===== src/hw/rtl/ghp_pkg.sv =====
// Shared types, constants and helper functions for the GRE header parser.
package ghp_pkg;

  localparam logic [15:0] PROTO_WCCP    = 16'h883E;
  localparam logic [15:0] PROTO_ERSPAN1 = 16'h88BE;
  localparam logic [15:0] PROTO_ERSPAN2 = 16'h22EB;
  localparam logic [15:0] SUM_GOOD      = 16'hFFFF;

  // Bit positions in the GRE flags and version word
  localparam int FLAG_C_BIT = 15;
  localparam int FLAG_R_BIT = 14;
  localparam int FLAG_K_BIT = 13;
  localparam int FLAG_S_BIT = 12;
  localparam logic [15:0] FLAGS_REJECT = 16'h4007;

  // WCCPv2 probe: high nibble of the first payload byte
  localparam logic [7:0] PROBE_MASK   = 8'hF0;
  localparam logic [7:0] PROBE_WCCPV2 = 8'h40;
  localparam logic [4:0] WORD_BYTES   = 5'd4;

  // Header bytes seen, clipped; decisions never look beyond this
  localparam int AVAIL_BITS  = 6;
  localparam int QUEUE_DEPTH = 2;

  typedef enum logic [1:0] {
    ST_OK           = 2'd0,
    ST_TRUNCATED    = 2'd1,
    ST_BAD_VERSION  = 2'd2,
    ST_BAD_CHECKSUM = 2'd3
  } status_t;

  localparam logic REG_OUTER_PROTO   = 1'b0;
  localparam logic REG_HEADER_OFFSET = 1'b1;

  // Per-packet record handed from the byte front end to the decision stage
  typedef struct packed {
    logic [15:0]           flags;
    logic [15:0]           proto;
    logic [31:0]           key;
    logic [31:0]           seq;
    logic [15:0]           sum;
    logic [7:0]            hold;
    logic                  hold_full;
    logic [9:0]            probe;
    logic [AVAIL_BITS-1:0] avail;
  } pkt_rec_t;

  // Ones' complement add with end-around carry
  function automatic logic [15:0] sum_add(input logic [15:0] s, input logic [15:0] w);
    logic [16:0] t;
    t = {1'b0, s} + {1'b0, w};
    return t[15:0] + {15'b0, t[16]};
  endfunction

  function automatic logic [4:0] base_length(input logic [15:0] f);
    return WORD_BYTES
         + (f[FLAG_C_BIT] ? WORD_BYTES : 5'd0)
         + (f[FLAG_K_BIT] ? WORD_BYTES : 5'd0)
         + (f[FLAG_S_BIT] ? WORD_BYTES : 5'd0);
  endfunction

endpackage


===== src/hw/rtl/ghp_front.sv =====
// Byte front end: tracks position, captures header words and sums the packet.
module ghp_front #(
  parameter int POSITION_BITS = 16
) (
  input  logic              clk,
  input  logic              rst,
  input  logic [7:0]        header_offset,
  input  logic              in_valid,
  output logic              in_ready,
  input  logic [7:0]        data_byte,
  input  logic              last_byte,
  input  logic              queue_full,
  output logic              push,
  output ghp_pkg::pkt_rec_t rec
);
  import ghp_pkg::*;

  localparam logic [POSITION_BITS-1:0] POS_MAX = {POSITION_BITS{1'b1}};

  logic [POSITION_BITS-1:0] pos, pos_next;
  logic [15:0] flags, flags_next;
  logic [15:0] proto, proto_next;
  logic [31:0] key, key_next;
  logic [31:0] seq, seq_next;
  logic [15:0] sum, sum_next;
  logic [7:0]  hold, hold_next;
  logic        hold_full, hold_full_next;
  logic [9:0]  probe, probe_next;

  logic [POSITION_BITS-1:0] off_ext, rel, diff;
  logic [POSITION_BITS-1:0] key_at, seq_at, base_w;
  logic [4:0]               key_at_s, base;
  logic                     in_hdr, accept;
  logic [AVAIL_BITS-1:0]    avail;

  assign in_ready = !queue_full;
  assign accept   = in_valid && in_ready;
  assign push     = accept && last_byte;

  assign off_ext  = POSITION_BITS'(header_offset);
  assign in_hdr   = pos >= off_ext;
  assign rel      = pos - off_ext;
  assign base     = base_length(flags);
  assign key_at_s = flags[FLAG_C_BIT] ? 5'd8 : 5'd4;
  assign key_at   = POSITION_BITS'(key_at_s);
  assign seq_at   = key_at + (flags[FLAG_K_BIT] ? POSITION_BITS'(WORD_BYTES) : '0);
  assign base_w   = POSITION_BITS'(base);
  assign pos_next = (pos == POS_MAX) ? pos : pos + POSITION_BITS'(1);

  always_comb begin
    flags_next     = flags;
    proto_next     = proto;
    key_next       = key;
    seq_next       = seq;
    sum_next       = sum;
    hold_next      = hold;
    hold_full_next = hold_full;
    probe_next     = probe;
    if (in_hdr) begin
      if (hold_full) begin
        sum_next       = sum_add(sum, {hold, data_byte});
        hold_full_next = 1'b0;
      end else begin
        hold_next      = data_byte;
        hold_full_next = 1'b1;
      end
      // Bytes at the saturated position feed the sum only
      if (pos != POS_MAX) begin
        if (rel < POSITION_BITS'(2)) begin
          flags_next = {flags[7:0], data_byte};
        end else if (rel < POSITION_BITS'(4)) begin
          proto_next = {proto[7:0], data_byte};
        end else begin
          if (flags[FLAG_K_BIT] && rel >= key_at
              && rel < key_at + POSITION_BITS'(WORD_BYTES)) begin
            key_next = {key[23:0], data_byte};
          end
          if (flags[FLAG_S_BIT] && rel >= seq_at
              && rel < seq_at + POSITION_BITS'(WORD_BYTES)) begin
            seq_next = {seq[23:0], data_byte};
          end
          if (proto == PROTO_WCCP) begin
            if (rel == base_w) probe_next = {2'b00, data_byte};
          end else if (rel == base_w + POSITION_BITS'(2)) begin
            probe_next = {data_byte[1:0], 8'h00};
          end else if (rel == base_w + POSITION_BITS'(3)) begin
            probe_next = probe | {2'b00, data_byte};
          end
        end
      end
    end
  end

  // Header bytes available, clipped to what the decision stage compares against
  always_comb begin
    diff = pos_next - off_ext;
    if (pos_next <= off_ext) begin
      avail = '0;
    end else if (|diff[POSITION_BITS-1:AVAIL_BITS]) begin
      avail = {AVAIL_BITS{1'b1}};
    end else begin
      avail = diff[AVAIL_BITS-1:0];
    end
  end

  always_comb begin
    rec.flags     = flags_next;
    rec.proto     = proto_next;
    rec.key       = key_next;
    rec.seq       = seq_next;
    rec.sum       = sum_next;
    rec.hold      = hold_next;
    rec.hold_full = hold_full_next;
    rec.probe     = probe_next;
    rec.avail     = avail;
  end

  always_ff @(posedge clk) begin
    if (rst || (accept && last_byte)) begin
      pos       <= '0;
      flags     <= '0;
      proto     <= '0;
      key       <= '0;
      seq       <= '0;
      sum       <= '0;
      hold      <= '0;
      hold_full <= 1'b0;
      probe     <= '0;
    end else if (accept) begin
      pos       <= pos_next;
      flags     <= flags_next;
      proto     <= proto_next;
      key       <= key_next;
      seq       <= seq_next;
      sum       <= sum_next;
      hold      <= hold_next;
      hold_full <= hold_full_next;
      probe     <= probe_next;
    end
  end

endmodule


===== src/hw/rtl/ghp_queue.sv =====
// Two-entry queue of packet records between the front end and the decision stage.
module ghp_queue (
  input  logic              clk,
  input  logic              rst,
  input  logic              push,
  input  ghp_pkg::pkt_rec_t push_rec,
  output logic              full,
  input  logic              pop,
  output logic              not_empty,
  output ghp_pkg::pkt_rec_t head
);
  import ghp_pkg::*;

  localparam int PTR_BITS = $clog2(QUEUE_DEPTH);
  localparam int CNT_BITS = $clog2(QUEUE_DEPTH + 1);

  pkt_rec_t            entries [QUEUE_DEPTH];
  logic [PTR_BITS-1:0] wr_ptr, rd_ptr;
  logic [CNT_BITS-1:0] count;
  logic                do_push, do_pop;

  assign full      = count == CNT_BITS'(QUEUE_DEPTH);
  assign not_empty = count != '0;
  assign do_push   = push && !full;
  assign do_pop    = pop && not_empty;
  assign head      = entries[rd_ptr];

  always_ff @(posedge clk) begin
    if (do_push) entries[wr_ptr] <= push_rec;
  end

  always_ff @(posedge clk) begin
    if (rst) begin
      wr_ptr <= '0;
      rd_ptr <= '0;
      count  <= '0;
    end else begin
      if (do_push) begin
        wr_ptr <= (wr_ptr == PTR_BITS'(QUEUE_DEPTH - 1)) ? '0 : wr_ptr + PTR_BITS'(1);
      end
      if (do_pop) begin
        rd_ptr <= (rd_ptr == PTR_BITS'(QUEUE_DEPTH - 1)) ? '0 : rd_ptr + PTR_BITS'(1);
      end
      case ({do_push, do_pop})
        2'b10:   count <= count + CNT_BITS'(1);
        2'b01:   count <= count - CNT_BITS'(1);
        default: count <= count;
      endcase
    end
  end

endmodule


===== src/hw/rtl/ghp_back.sv =====
// Decision stage: checks a finished packet record and registers the result.
module ghp_back (
  input  logic              clk,
  input  logic              rst,
  input  logic [15:0]       outer_proto,
  input  logic              rec_valid,
  input  ghp_pkg::pkt_rec_t rec,
  output logic              pop,
  output logic              out_valid,
  input  logic              out_ready,
  output logic [1:0]        status,
  output logic [15:0]       protocol,
  output logic [31:0]       gre_key,
  output logic [31:0]       sequence_res,
  output logic [4:0]        header_length,
  output logic [15:0]       flags_word
);
  import ghp_pkg::*;

  status_t     st;
  logic [15:0] final_sum, proto_r;
  logic [31:0] key_r, seq_r;
  logic [4:0]  base, hl;
  logic        erspan;

  assign pop       = rec_valid && (!out_valid || out_ready);
  assign base      = base_length(rec.flags);
  assign final_sum = rec.hold_full ? sum_add(rec.sum, {rec.hold, 8'h00}) : rec.sum;

  always_comb begin
    st      = ST_OK;
    proto_r = rec.proto;
    hl      = base;
    key_r   = rec.flags[FLAG_K_BIT] ? rec.key : 32'd0;
    seq_r   = rec.flags[FLAG_S_BIT] ? rec.seq : 32'd0;
    erspan  = 1'b0;
    if (rec.avail < AVAIL_BITS'(WORD_BYTES)) begin
      st = ST_TRUNCATED;
    end else if ((rec.flags & FLAGS_REJECT) != 16'h0000) begin
      st = ST_BAD_VERSION;
    end else if (rec.avail < AVAIL_BITS'(base)) begin
      st = ST_TRUNCATED;
    end else if (rec.flags[FLAG_C_BIT] && final_sum != SUM_GOOD) begin
      st = ST_BAD_CHECKSUM;
    end else begin
      if (rec.flags == 16'h0000 && rec.proto == PROTO_WCCP) begin
        if (rec.avail < AVAIL_BITS'(base) + AVAIL_BITS'(1)) begin
          st = ST_TRUNCATED;
        end else begin
          proto_r = outer_proto;
          // Add the redirect header unless the payload opens as WCCPv2
          if ((rec.probe[7:0] & PROBE_MASK) != PROBE_WCCPV2) hl = base + WORD_BYTES;
        end
      end
      // ERSPAN type I only counts once the header length is settled
      erspan = (rec.proto == PROTO_ERSPAN1 && hl != WORD_BYTES)
            || rec.proto == PROTO_ERSPAN2;
      if (st == ST_OK && erspan) begin
        if (rec.avail < AVAIL_BITS'(hl) + AVAIL_BITS'(WORD_BYTES)) begin
          st = ST_TRUNCATED;
        end else begin
          key_r = {22'd0, rec.probe};
        end
      end
    end
    if (st != ST_OK) begin
      proto_r = '0;
      key_r   = '0;
      seq_r   = '0;
      hl      = '0;
    end
  end

  always_ff @(posedge clk) begin
    if (rst) begin
      out_valid <= 1'b0;
    end else if (pop) begin
      out_valid <= 1'b1;
    end else if (out_ready) begin
      out_valid <= 1'b0;
    end
  end

  always_ff @(posedge clk) begin
    if (pop) begin
      status        <= st;
      protocol      <= proto_r;
      gre_key       <= key_r;
      sequence_res  <= seq_r;
      header_length <= hl;
      flags_word    <= rec.flags;
    end
  end

endmodule


===== src/hw/rtl/gre_header_parser.sv =====
// GRE header parser top level: configuration registers, front end, queue, decision stage.
//
//   channel   direction  handshake            payload
//   in        sink       in_valid/in_ready    data_byte, last_byte
//   out       source     out_valid/out_ready  status, protocol, gre_key, sequence_res,
//                                             header_length, flags_word
//   cfg       sink       cfg_wr_en            cfg_index, cfg_data
//
// One byte is taken per clock while in_ready is high; the front end's per-byte update
// sets that rate. The last byte's record is written into the queue, and the decision
// stage registers its result and raises out_valid when out is free.
// The two-entry queue lets the front end keep taking bytes while a result waits;
// in_ready drops only when two finished packets are queued.
// Synchronous reset clears packet state and sets outer_proto to 0x0800, offset 0.
module gre_header_parser #(
  parameter int POSITION_BITS = 16
) (
  input  logic        clk,
  input  logic        rst,
  input  logic        cfg_wr_en,
  input  logic        cfg_index,
  input  logic [15:0] cfg_data,
  input  logic        in_valid,
  output logic        in_ready,
  input  logic [7:0]  data_byte,
  input  logic        last_byte,
  output logic        out_valid,
  input  logic        out_ready,
  output logic [1:0]  status,
  output logic [15:0] protocol,
  output logic [31:0] gre_key,
  output logic [31:0] sequence_res,
  output logic [4:0]  header_length,
  output logic [15:0] flags_word
);
  import ghp_pkg::*;

  logic [15:0] outer_proto;
  logic [7:0]  header_offset;
  logic        push, queue_full, pop, queue_valid;
  pkt_rec_t    front_rec, head_rec;

  always_ff @(posedge clk) begin
    if (rst) begin
      outer_proto   <= 16'h0800;
      header_offset <= 8'h00;
    end else if (cfg_wr_en) begin
      unique case (cfg_index)
        REG_OUTER_PROTO:   outer_proto   <= cfg_data;
        REG_HEADER_OFFSET: header_offset <= cfg_data[7:0];
      endcase
    end
  end

  ghp_front #(
    .POSITION_BITS(POSITION_BITS)
  ) u_front (
    .clk          (clk),
    .rst          (rst),
    .header_offset(header_offset),
    .in_valid     (in_valid),
    .in_ready     (in_ready),
    .data_byte    (data_byte),
    .last_byte    (last_byte),
    .queue_full   (queue_full),
    .push         (push),
    .rec          (front_rec)
  );

  ghp_queue u_queue (
    .clk      (clk),
    .rst      (rst),
    .push     (push),
    .push_rec (front_rec),
    .full     (queue_full),
    .pop      (pop),
    .not_empty(queue_valid),
    .head     (head_rec)
  );

  ghp_back u_back (
    .clk          (clk),
    .rst          (rst),
    .outer_proto  (outer_proto),
    .rec_valid    (queue_valid),
    .rec          (head_rec),
    .pop          (pop),
    .out_valid    (out_valid),
    .out_ready    (out_ready),
    .status       (status),
    .protocol     (protocol),
    .gre_key      (gre_key),
    .sequence_res (sequence_res),
    .header_length(header_length),
    .flags_word   (flags_word)
  );

  a_err_fields_zero: assert property (@(posedge clk) disable iff (rst)
    out_valid && status != ST_OK |->
      protocol == 16'h0000 && gre_key == 32'd0 && sequence_res == 32'd0
      && header_length == 5'd0)
    else $error("failed packet carries nonzero result fields");

  a_ok_length: assert property (@(posedge clk) disable iff (rst)
    out_valid && status == ST_OK |->
      header_length >= 5'd4 && header_length <= 5'd20 && header_length[1:0] == 2'b00)
    else $error("header length out of range for accepted packet");

  a_reject_flags: assert property (@(posedge clk) disable iff (rst)
    out_valid && status == ST_BAD_VERSION |-> (flags_word & FLAGS_REJECT) != 16'h0000)
    else $error("version reject without version or routing bits");

endmodule


===== config.mk =====
export PLATFORM = sky130hd
export DESIGN_NAME = gre_header_parser
export DESIGN_NICKNAME = d
export VERILOG_FILES = /design/src/hw/rtl/ghp_pkg.sv /design/src/hw/rtl/ghp_front.sv /design/src/hw/rtl/ghp_queue.sv /design/src/hw/rtl/ghp_back.sv /design/src/hw/rtl/gre_header_parser.sv
export SDC_FILE = /design/constraint.sdc
export NUM_CORES = 1
export LEC_CHECK = 0
export BUFFER_PORTS_ARGS = -buffer_cell sky130_fd_sc_hd__buf_2
export CAP_MARGIN = 15
export CORE_MARGIN = 2
export CORE_UTILIZATION = 66
export CTS_CLUSTER_DIAMETER = 120
export DETAILED_ROUTE_END_ITERATION = 16
export GPL_TIMING_DRIVEN = 0
export HOLD_SLACK_MARGIN = 0.1
export PLACE_DENSITY = 0.86
export SYNTH_ARGS = -nofsm -noshare
export SYNTH_HDL_FRONTEND = slang
export SYNTH_HIERARCHICAL = 1
export SYNTH_SLANG_ARGS = --single-unit

===== constraint.sdc =====
create_clock -name clk -period 25.5 [get_ports clk]
set_clock_uncertainty 0.1 [all_clocks]
set_input_delay 1.275 -clock clk [delete_from_list [all_inputs] [get_ports clk]]
set_output_delay 1.275 -clock clk [all_outputs]
set_load 0.005 [all_outputs]

==> impl_metrics.sql <==
INSERT INTO impl_metrics (metric_group, metric, value, unit) VALUES
('yosys', 'synth.lib_cells_used.distinct', '96', ''),
('clock_network', 'root_cell_of_the_clock_tree', 'sky130_fd_sc_hd__clkbuf_16', ''),
('power', 'powerDensity', '78.6', 'nW/um^2'),
('floorplan', 'fp.dieW', '204', 'um'),
('sta', 'worst_hold_slack', '0.362', 'ns'),
('clock_network', 'cts.htree.levels', '2', ''),
('placed_design', 'finalWeightedCongestion', '0.957', ''),
('sta', 'setup_repair_after_global_routing_missed_its_margin', 'false', ''),
('yosys', 'synth-async-reset-ratio', '0', '%'),
('yosys', 'synth_largest_type_area_fraction', '42.6', '%'),
('yosys', 'synth_flop_cell', 'sky130_fd_sc_hd__edfxtp_1', ''),
('floorplan', 'i_o_pin_count', '136', ''),
('yosys', 'synth_warnings', '6', ''),
('floorplan', 'site_rows', '73', ''),
('floorplan', 'design.die.area', '41600', 'um^2'),
('power', 'report.power.total', '0.00234', 'W'),
('route', 'ant_nets', '0', ''),
('hold_path', 'timing.hold.worst.start', 'u_front/flags[10]', ''),
('global_routing', 'grt_antenna_before_repair', '0', ''),
('global_routing', 'grt_usage', '30.8', '%'),
('power', 'p_leak', '11.2', 'nW'),
('yosys', 'synth_enable_flop_cells', '375', ''),
('clock_network', 'clockBufferDepth', '3', ''),
('sta', 'finalWorstPathRequiredPeriod', '7.40', 'ns'),
('layout', 'nets', '2494', ''),
('yosys', 'synth_area', '26400', 'um^2'),
('route', 'detailroute.via_count', '18567', ''),
('clock_network', 'cts-buffers-inserted', '54', ''),
('route', 'vias_per_cell', '6.29', ''),
('yosys', 'synthesis.area_per_instance', '12.1', 'um^2'),
('global_routing', 'grt_pass1_wl', '99.0', 'mm'),
('sta', 'fin_setup_tns', '0', 'ns'),
('outcome', 'status', 'finished, final reports clean', ''),
('hold_path', 'hold_path.class', 'register to register', ''),
('sta', 'max_slew.worst_pin.slew', '1.05', 'ns'),
('layout', 'drive_above_1_share', '22.9', '%'),
('layout', 'antenna-diode-count', '0', ''),
('route', 'drt-total-wl', '64.3', 'mm'),
('sta', 'timing.max_slew.rel_slack', '29.8', '%'),
('clock_network', 'cts-resized-gates', '0', ''),
('critical_path', 'critPathKind', 'register to register', ''),
('sta', 'fin_crit_sh', '29.0', '%'),
('floorplan', 'die_height', '204', 'um'),
('yosys', 'netlist_top_cells_count', 'sky130_fd_sc_hd__edfxtp_1, sky130_fd_sc_hd__mux2_2, sky130_fd_sc_hd__nor2_1', ''),
('route', 'drt-pass1-iter-count', '6', ''),
('route', 'drc', '0', ''),
('flow_run', 'max_cap_viol_count', '0', ''),
('clock_network', 'post_cts_buffers', '0', ''),
('yosys', 'synth_top_cell_by_area', 'sky130_fd_sc_hd__edfxtp_1', ''),
('critical_path', 'worst_setup_path_start_kind', 'register', ''),
('sta', 'finalHoldViolations', '0', ''),
('global_routing', 'grt_max_degree', '76', ''),
('route', 'detail_route.wl_per_cell', '21.8', 'um'),
('power', 'worst_ir_drop_vdd', '0.0706', 'mV'),
('yosys', 'postSynthCellCount', '2186', ''),
('clock_network', 'numClockSinks', '552', ''),
('critical_path', 'path_max_fanout', '10', ''),
('sta', 'setup-violations-final', '0', ''),
('yosys', 'yosysMostFrequentCell', 'sky130_fd_sc_hd__edfxtp_1', ''),
('yosys', 'ys_seq_elements', '552', ''),
('critical_path', 'timing.critical_path.arrival', '7.72', 'ns'),
('global_routing', 'grt_pass1_vias', '18270', ''),
('clock_network', 'clk_pin_slew_worst_paths', '0.06', 'ns'),
('floorplan', 'initial_core_util', '66.7', '%'),
('clock_network', 'cts_tree', 'yes', ''),
('clock_network', 'worst_skew_pair.late_latency', '0.60', 'ns'),
('placed_design', 'numPortBuffers', '133', ''),
('placed_design', 'dpl.hpwl', '44.1', 'mm'),
('clock_network', 'cts-hold-fix-buffers', '0', ''),
('yosys', 'sequential_cell_area_fraction_in_the_yosys_report', '56.0', '%'),
('yosys', 'yosys-top-cells-area', 'sky130_fd_sc_hd__edfxtp_1, sky130_fd_sc_hd__dfxtp_1, sky130_fd_sc_hd__mux2_2', ''),
('sta', 'clock.fmax', '0.135', 'GHz'),
('layout', 'layout-area-overhead-vs-synth', '12.5', '%'),
('floorplan', 'core_area', '39600', 'um^2'),
('critical_path', 'crit_path_end_kind', 'register', ''),
('route', 'drt_iter0_drc', '1762', ''),
('sta', 'finalMaxSlewViolations', '0', ''),
('global_routing', 'grt_remaining_overflow', '0', ''),
('critical_path', 'critical_path_required', '25.82', 'ns');
[flip-flops by register name (all words and copies together) (netlist names), 32 cells and up, named ones only]
signal,flops
u_queue/entries,274
u_front/key,32
u_back/sequence_res,32
u_back/gre_key,32
u_front/seq,32
[critical path: stages, from the launching register on]
cell                       delay (ns)
sky130_fd_sc_hd__dfxtp_1         0.33
sky130_fd_sc_hd__buf_2           0.35
sky130_fd_sc_hd__buf_2           0.34
sky130_fd_sc_hd__mux2_2          0.44
sky130_fd_sc_hd__clkbuf_1        0.56
sky130_fd_sc_hd__inv_1           0.15
sky130_fd_sc_hd__ha_1            0.32
sky130_fd_sc_hd__inv_1           0.08
sky130_fd_sc_hd__ha_1            0.15
sky130_fd_sc_hd__nand2b_1        0.15
sky130_fd_sc_hd__ha_1            0.36
sky130_fd_sc_hd__nand2_1         0.08
sky130_fd_sc_hd__nor4_2          0.25
sky130_fd_sc_hd__nor3_2          0.11
sky130_fd_sc_hd__nor3_2          0.40
sky130_fd_sc_hd__mux2_2          0.43
sky130_fd_sc_hd__ha_1            0.32
sky130_fd_sc_hd__ha_1            0.29
sky130_fd_sc_hd__o21a_1          0.12
sky130_fd_sc_hd__o21a_1          0.11
sky130_fd_sc_hd__o21ai_0         0.08
sky130_fd_sc_hd__nand2b_1        0.20
sky130_fd_sc_hd__a211oi_4        0.09
sky130_fd_sc_hd__nor4b_4         0.91
sky130_fd_sc_hd__buf_6           0.23
sky130_fd_sc_hd__a21boi_1        0.26
[cells in the final DEF, fill, tap and decap left out, types with 12 or more instances in the layout]
cell	count
sky130_fd_sc_hd__mux2_2	210
sky130_fd_sc_hd__clkbuf_1	77
sky130_fd_sc_hd__a21oi_1	104
sky130_fd_sc_hd__xnor2_1	38
sky130_fd_sc_hd__nor4_1	12
sky130_fd_sc_hd__nand3_1	69
sky130_fd_sc_hd__nand2_1	117
sky130_fd_sc_hd__dfxtp_1	177
sky130_fd_sc_hd__clkinv_2	12
sky130_fd_sc_hd__o21a_1	43
sky130_fd_sc_hd__edfxtp_1	375
sky130_fd_sc_hd__clkbuf_16	55
sky130_fd_sc_hd__buf_2	166
sky130_fd_sc_hd__ha_1	75
sky130_fd_sc_hd__nand2b_1	46
sky130_fd_sc_hd__inv_1	43
sky130_fd_sc_hd__and3_1	40
sky130_fd_sc_hd__and4_1	28
sky130_fd_sc_hd__a21o_1	12
sky130_fd_sc_hd__nor3_1	58
sky130_fd_sc_hd__xor2_1	20
sky130_fd_sc_hd__a211oi_1	13
sky130_fd_sc_hd__mux2i_1	61
sky130_fd_sc_hd__nor2_1	206
sky130_fd_sc_hd__o21ai_0	83
sky130_fd_sc_hd__nand4_1	19
sky130_fd_sc_hd__mux2_4	30
[cell type report]
type                       instances  area, um^2
inverter                          45         174
tap                              525         657
clock inverter                    33         358
multi-input combinational       1466       10800
buffer                           124         623
timing repair buffer             140         813
sequential                       552       14800
clock buffer                      66        1460
fill                            2447        9910
[per-stage QoR]
| stage | util (%) | std cells | setup WS [ns] | instance area, um^2 |
|---|---|---|---|---|
| after global placement | 70.0 | 2845 | 12.20 | 27700 |
| after global routing | 75.0 | 2951 | 17.83 | 29700 |
| after CTS | 75.0 | 2950 | 18.19 | 29700 |
| after floorplan | - | 2187 | 15.31 | 26400 |
| final | 75.0 | 2951 | 18.10 | 29700 |
| after detailed placement | 70.4 | 2851 | 18.27 | 27900 |
[cells by family (layout without fill, tap and decap cells)]
group | Yosys count | after routing | share of synthesized area, %
XOR/XNOR | 61 | 61 | 2.18
other | 1 | 2 | 0.0142
AND/OR/NAND/NOR | 681 | 681 | 13.7
AO/OA/AOI/OAI | 340 | 340 | 8.14
flip-flops | 552 | 552 | 56.0
multiplexers | 302 | 302 | 13.0
adder cells (fa/ha/maj) | 80 | 80 | 3.93
buffers and inverters | 169 | 408 | 3.00
[final timing paths]
check	endpoint	cells after the start	slack, ns
min	u_front/flags[10]	2	0.36
min reg2reg	u_front/flags[10]	2	0.36
max	u_back/gre_key[2]	25	18.10
max reg2reg	u_back/gre_key[2]	25	18.10
[power by group]
part	internal, W	switching, W
logic	0.000174	0.000265
clock network	0.000477	0.000340
registers	0.00105	0.0000264
[per-layer routing]
layer / routed length [um] / GRT usage [%] / part of all wire (%)
met5: 0 / 0 / 0
met4: 2550 / 14.0 / 4.0
met1: 24900 / 39.1 / 39
met2: 31300 / 51.1 / 49
met3: 5530 / 6.19 / 8.6
No activity file was read; power rests on OpenSTA's default activity.
